## config.mk

```make
export PLATFORM = sky130hd
export DESIGN_NAME = oaht_mod
export DESIGN_NICKNAME = d
export VERILOG_FILES = /design/src/hw/rtl/oaht_pkg.sv /design/src/hw/rtl/oaht_mod.sv
export SDC_FILE = /design/constraint.sdc
export NUM_CORES = 1
export LEC_CHECK = 0
export ABC_AREA = 1
export BUFFER_PORTS_ARGS = -buffer_cell sky130_fd_sc_hd__buf_2
export CAP_MARGIN = 30
export CELL_PAD_IN_SITES_DETAIL_PLACEMENT = 1
export CELL_PAD_IN_SITES_GLOBAL_PLACEMENT = 1
export CORE_AREA = 2 2 118 120
export DETAILED_ROUTE_END_ITERATION = 10
export DIE_AREA = 0 0 120 122
export PLACE_DENSITY_LB_ADDON = 0.15
export SYNTH_ARGS = -nofsm -noshare
export SYNTH_HDL_FRONTEND = slang
export SYNTH_SLANG_ARGS = --single-unit
```

## constraint.sdc

```tcl
create_clock -name clk -period 1.8 [get_ports clk]
set_input_delay 0.09 -clock clk [delete_from_list [all_inputs] [get_ports clk]]
set_output_delay 0.09 -clock clk [all_outputs]
set_load 0.005 [all_outputs]
```

## src/hw/rtl/oaht_pkg.sv

```systemverilog
// oaht_pkg: shared types, codes and constants of the open-addressing hash set
// no dependencies; compiled first
package oaht_pkg;

	localparam int CAPACITY_DEF = 1024;
	localparam int KEY_W = 31;
	localparam int OP_W = 2;
	localparam int TS_W = 11;
	localparam int MODE_W = 2;
	localparam int PC_W = 11;
	localparam int CFG_IDX_W = 1;
	localparam int CFG_DATA_W = 11;
	// digit-reversed magnitude of a 31-bit key stays below 10^10
	localparam int REV_W = 34;
	localparam logic [31:0] DIV10_MAGIC = 32'hCCCC_CCCD;
	localparam int DIV10_SHIFT = 35;
	localparam int RADIX = 10;

	localparam logic [TS_W-1:0] TS_RESET = 11'd1024;

	localparam logic [CFG_IDX_W-1:0] REG_TABLE_SIZE = 1'b0;
	localparam logic [CFG_IDX_W-1:0] REG_PROBE_MODE = 1'b1;

	localparam logic [OP_W-1:0] OP_INSERT = 2'd0;
	localparam logic [OP_W-1:0] OP_REMOVE = 2'd1;
	localparam logic [OP_W-1:0] OP_SEARCH = 2'd2;
	// unused opcode: no change, result is a plain failure
	localparam logic [OP_W-1:0] OP_NOP = 2'd3;

	localparam logic [MODE_W-1:0] MODE_LINEAR = 2'd0;
	localparam logic [MODE_W-1:0] MODE_QUAD = 2'd1;
	localparam logic [MODE_W-1:0] MODE_DOUBLE = 2'd2;
	// spare mode code, behaves as linear
	localparam logic [MODE_W-1:0] MODE_SPARE = 2'd3;

	localparam logic [1:0] SLOT_EMPTY = 2'd0;
	localparam logic [1:0] SLOT_OCCUPIED = 2'd1;
	localparam logic [1:0] SLOT_DELETED = 2'd2;

	typedef struct packed {
		logic [1:0] status;
		logic [KEY_W-1:0] key;
	} slot_t;

	typedef enum logic [3:0] {
		ST_CLEAR,
		ST_IDLE,
		ST_KMOD_GO,
		ST_KMOD_WAIT,
		ST_REV_GO,
		ST_REV_WAIT,
		ST_RMOD_GO,
		ST_RMOD_WAIT,
		ST_PADDR,
		ST_PCHK,
		ST_RESULT
	} state_t;

endpackage

```

## src/hw/rtl/oaht_mod.sv

```systemverilog
// oaht_mod: shared restoring remainder unit, one dividend bit per cycle
// depends on oaht_pkg
module oaht_mod import oaht_pkg::*; #(
	parameter int NW = 11
) (
	input  logic clk,
	input  logic arst_n,
	input  logic start,
	input  logic [REV_W-1:0] dividend,
	input  logic [NW-1:0] divisor,
	output logic done,
	output logic [NW-1:0] rem
);

	localparam int CNT_W = $clog2(REV_W + 1);

	logic run_q;
	logic done_q;
	logic [CNT_W-1:0] cnt_q;
	logic [REV_W-1:0] x_q;
	logic [NW-1:0] r_q;
	logic [NW-1:0] div_q;
	logic [NW:0] r2;

	assign r2 = {r_q, x_q[REV_W-1]};

	always_ff @(posedge clk or negedge arst_n) begin
		if (!arst_n) begin
			run_q <= 1'b0;
			done_q <= 1'b0;
			cnt_q <= '0;
		end else begin
			done_q <= 1'b0;
			if (start) begin
				run_q <= 1'b1;
				cnt_q <= CNT_W'(REV_W);
			end else if (run_q) begin
				cnt_q <= cnt_q - CNT_W'(1);
				if (cnt_q == CNT_W'(1)) begin
					run_q <= 1'b0;
					done_q <= 1'b1;
				end
			end
		end
	end

	always_ff @(posedge clk) begin
		if (start) begin
			x_q <= dividend;
			r_q <= '0;
			div_q <= divisor;
		end else if (run_q) begin
			x_q <= x_q << 1;
			if (r2 >= {1'b0, div_q}) begin
				r_q <= NW'(r2 - {1'b0, div_q});
			end else begin
				r_q <= NW'(r2);
			end
		end
	end

	assign done = done_q;
	assign rem = r_q;

endmodule

```

* Word level (Yosys, flattened, before mapping)
Cells that the tools add are included.
W data, S select, Z words.
** Cells by class
- Add/sub/neg operators :: 2
- $mul :: 0
- Div/mod/pow operators :: 0
- Order comparisons :: 1
- Eq/ne operators :: 1
- Shifts and indexed selects :: 0
- Muxes and demuxes :: 11
- Bitwise logic cells :: 0
- Reduce and logical (&&, ||, !) cells :: 1
** Operators by type and width (count)
- $mux W34 :: 2
- $ge A12 B11 Y1 :: 1
- $mux W6 :: 2
- $mux W11 :: 1
- $sub A11 B11 Y11 :: 1
- $eq A6 B1 Y1 const B :: 1
- $mux W1 :: 6
- $sub A6 B1 Y6 const B :: 1
- $reduce_bool A2 Y1 :: 1
** Storage, ports and cells
- Bits in registers :: 64
- Latch bits :: 0
- Memory bits (writable) :: 0
- Bits in read-only memories :: 0
- Input port bits :: 48
- Output and inout bits :: 12
- Logic and storage cells :: 22
- Memories kept :: 0

* Logic depth before layout (Yosys ltp)
- Depth after elaboration :: 4
- Gate-level depth with buffers :: 15
- Mapped depth without buffers :: 14

* Worst setup path after synthesis
OpenSTA, ideal clock, no wires.
- Path type :: register to register
- From :: register x_q[33]
- To :: register r_q[2] (netlist: rem[2])
- Setup time :: 159 ps
- Data arrival time :: 1691 ps
- Data required time :: 1641 ps
- Path slack :: -50 ps
- Stages on the path, launching flop included :: 15
- Buffers on the path :: 1
- Clock period less this slack :: 1850 ps
- Path through :: edfxtp_1 -> inv_1 -> ha_1 -> fa_1 -> inv_1 -> nand2_2 -> nand2_2 -> nand2_2 -> nand2_1 -> nand2_2 -> nand3_4 -> buf_12 -> nand2_2 -> nand3_1 -> o21ai_1
** On the way
- Cells in the longest elaborated chain, start to end :: 2
- Elaborated cells on any way between the ends :: 3
** Ends and longest elaborated chain
- start, declared :: RTL line oaht_mod.sv:20 : logic [REV_W-1:0] x_q;
- start signal, assigned :: RTL line oaht_mod.sv:49 : x_q <= dividend;
- start signal, assigned :: RTL line oaht_mod.sv:53 : x_q <= x_q << 1;
- $sub A11 B11 Y11 / $ge A12 B11 Y1 (equally long branches) :: RTL line oaht_mod.sv:55, oaht_mod.sv:54
- $mux W11 (*) :: RTL line oaht_mod.sv:54 : if (r2 >= {1'b0, div_q}) begin
- end signal, assigned :: RTL line oaht_mod.sv:55 : r_q <= NW'(r2 - {1'b0, div_q});
- end signal, assigned :: RTL line oaht_mod.sv:57 : r_q <= NW'(r2);
- end, declared :: RTL line oaht_mod.sv:21 : logic [NW-1:0] r_q;
Mark *: on every way between the ends. The rest lies on a longest branch, timed or not.
A chain may end at the register's enable or synchronous reset.

* Final worst setup path
- From :: register div_q[0]
- To :: register r_q[10] (netlist: rem[10])
** On the way
- Cells in the longest elaborated chain, start to end :: 2
- Elaborated cells on any way between the ends :: 3
** Ends and longest elaborated chain
- start, declared :: RTL line oaht_mod.sv:22 : logic [NW-1:0] div_q;
- start signal, assigned :: RTL line oaht_mod.sv:51 : div_q <= divisor;
- $sub A11 B11 Y11 / $ge A12 B11 Y1 (equally long branches) :: RTL line oaht_mod.sv:55, oaht_mod.sv:54
- $mux W11 (*) :: RTL line oaht_mod.sv:54
Marks and branches as above.

==> run_results.csv <==
group,metric,value,unit
outcome,status,"complete, but fails checks",
outcome,violations,"setup timing",
worst_setup_path,slowest_delay,0.37,ns
logic_synthesis,yosysSeqAreaShare,0.503,
layout,final_area,4660,sq um
floorplan,pin_count,60,
logic_synthesis,yosysWarnings,0,
layout,diodes,0,
timing,hold_violations,0,
global_route,track_usage,0.133,
placement,dp.cells,665,
worst_setup_path,startpoint_type,"flip-flop",
placement,dp_worst_setup_slack,-0.0784,ns
logic_synthesis,syn_area,3520,sq um
global_route,antenna_found_initial,0,
floorplan,initial_core_util,0.261,
routing,drtAntennaViolNets,0,
floorplan,core,13500,sq um
clock_tree,clk_path_buf_depth,2,
clock_tree,cts_tree,"built",
timing,fin_setup_tns,-0.000317,ns
hold_path,hp-class,"primary input to flip-flop",
logic_synthesis,synth_compound_area_frac,0.0345,
worst_setup_path,crit_cells,14,
flow_run,maxCapViolCount,0,
routing,drc,0,
worst_setup_path,cp_data_required_time,2.08,ns
routing,wl_per_cell,12.9,microns
power,power.leakage,2.37,nW
worst_setup_path,path_buf_inv,3,
floorplan,die_h,122,microns
power,power,6.43,mW
clock_tree,insertion_delay,0.33,ns
placement,place.gp.congestion,0.798,
placement,io_buffers,59,
timing,skew,0.00383,ns
worst_setup_path,arrival,2.08,ns
worst_setup_path,crit_chain,"ha_2, fa_2, inv_2, nand2_2, nand2_2, nand2_2, nand2_2, nand2_4, buf_12, nand4_1, nand2_1, inv_1, nand2_1, nand2_1",
placement,hpwlAfterDp,6.78,mm
worst_setup_path,critPathSlowestCell,"edfxtp_1",
timing,layout_setup_ws,-0.000317,ns
timing,maxSlewHeadroom,0.708,
clock_tree,h-tree-depth,3,
global_route,grt_pass1_vias,3061,
worst_setup_path,worst_path_most_repeated_cell,"nand2_2",
timing,setup_viol,1,
logic_synthesis,synthAdderAreaFrac,0.0519,
worst_setup_path,crit_path_end_kind,"flip-flop",
timing,finalCritPeriodShare,1.00,
layout,layout-drive-gt1-share,0.282,
timing,drv_slew,0,
layout,final_core_utilization,0.345,
timing,min_period,1.80,ns
timing,rsz0062_at_grt,"yes",
logic_synthesis,synth_nets,476,
logic_synthesis,synth_xor_area_frac,0.00746,
worst_setup_path,critPathMaxFanout,11,
logic_synthesis,syn_area_per_cell,8.50,sq um
clock_tree,clk_pin_slew_worst_paths,0.05,ns
power,ir_drop,0.435,mV
layout,nets,572,
placement,place_area,4160,sq um
timing,worst_pin_slew,0.438,ns
layout,layout.cells.non_filler,695,
routing,first_pass_iters,4,
timing,fmax,0.555,GHz
timing,whs,0.0219,ns
logic_synthesis,ys_seq_elements,64,
logic_synthesis,synth-simple-area-share,0.309,
layout,area_growth,32.4,%
clock_tree,cts.sinks,64,
worst_setup_path,crit_family,"adder cells",
floorplan,fp.dieW,120,microns
worst_setup_path,ff2ff_path_depth,14,
routing,drt-initial-drc-count,81,
worst_setup_path,critPathKind,"flip-flop to flip-flop",
logic_synthesis,synthCells,414,
clock_tree,cts_made_buffers,9,
routing,via_count,2923,
floorplan,num_rows,43,
logic_synthesis,muxShareOfSynthArea,0,
logic_synthesis,yosysUniqueCellTypes,32,
global_route,grt_start_max_net_pins,42,
hold_path,holdPathStages,3,
global_route,overflow,0,
power,p_per_area,1380,nW/um^2
global_route,grt_pass1_wl,15.1,mm
routing,routed_wl,8.98,mm
routing,vias_per_cell,4.21,
logic_synthesis,synth_top_family_by_area,"simple AND/OR/NAND/NOR gates",
floorplan,die-area,14600,sq um
clock_tree,cts-root-buf,"clkbuf_16",
-- cells in the mapped netlist (all sizes together) --
master	count	area, sq um
nand4	14	103
fa	1	20.0
clkbuf	4	15.0
or2	1	6.26
dfxtp	11	220
xor2	3	26.3
nor3	2	10.0
nand3	28	193
edfxtp	45	1350
a22oi	1	7.51
ha	13	163
buf	10	90.1
nor2	14	60.1
inv	60	225
nand2	179	704
dfrtp	8	200
a21oi	8	51.3
nor4	1	12.5
o21ai	11	62.6
-- power by group --
| group | switching [mW] | internal (mW) | total (mW) |
|---|---|---|---|
| combinational | 1.49 | 1.10 | 2.60 |
| clock | 0.627 | 1.27 | 1.89 |
| sequential | 0.128 | 1.81 | 1.94 |
| total | 2.25 | 4.18 | 6.43 |
-- registers in the layout (all words and copies together) (netlist names) --
signal,cells
run_q,1
x_q,34
div_q,11
rem,11
done,1
cnt_q,6
-- path summary, 6_finish.rpt --
check                            startpoint       end  slack [ns]
worst max-delay path               div_q[0]   rem[10]     -0.0003
worst min-delay path            dividend[0]    x_q[0]        0.02
worst max register to register     div_q[0]   rem[10]     -0.0003
worst min register to register     cnt_q[5]  cnt_q[5]        0.49
max in group asynchronous            arst_n  cnt_q[0]        1.51
min in group asynchronous            arst_n  cnt_q[5]        0.13
-- final cells by class --
cell class,instances,area [sq um]
multi-input cells,277,1470
flip-flops and latches,64,1770
clock inverters,2,33.8
clock buffers,14,295
inverters,60,225
fillers,1600,8840
well taps,180,225
repair buffers,98,643
-- tightest hold or removal path: stages --
cell and delay [ns]:
buf_2 0.07, nand2_1 0.04, inv_1 0.04
-- cell usage in the layout (no fill, tap or decap), types with 4 or more instances in the layout --
cell type      count
a21oi_1            7
buf_2             59
buf_4             25
clkbuf_16         10
dfrtp_1            8
dfxtp_1           11
dlygate4sd3_1     12
edfxtp_1          45
ha_1              12
inv_1             51
inv_2              9
nand2_1          165
nand2_2           12
nand3_1           18
nand3_2            9
nand4_1           13
nor2_1            11
o21ai_0            4
o21ai_1            5
-- logic make-up after synthesis --
kind of cell | Yosys count
compound gates | 20
xor+xnor | 3
fa+ha+maj | 14
buf+inv | 74
flops | 64
simple gates | 239
-- what timing repair did --
action                                  CTS  global route
endpoints found under the setup margin   11            11
hold buffers                             12             0
hold endpoints to repair                 19             0
pin swaps                                 0             2
buffers inserted                          0             1
resized for setup                         5             3
gates cloned                              1             0
-- routing by layer --
layer,vias to the layer above,routed length [microns],GRT usage
li1,1514,-,-
met1,1358,4230,0.170
met2,41,4280,0.219
met3,10,339,0.0342
met4,0,122,0.0463
met5,-,0,0
(Power assumes the default switching activity.)
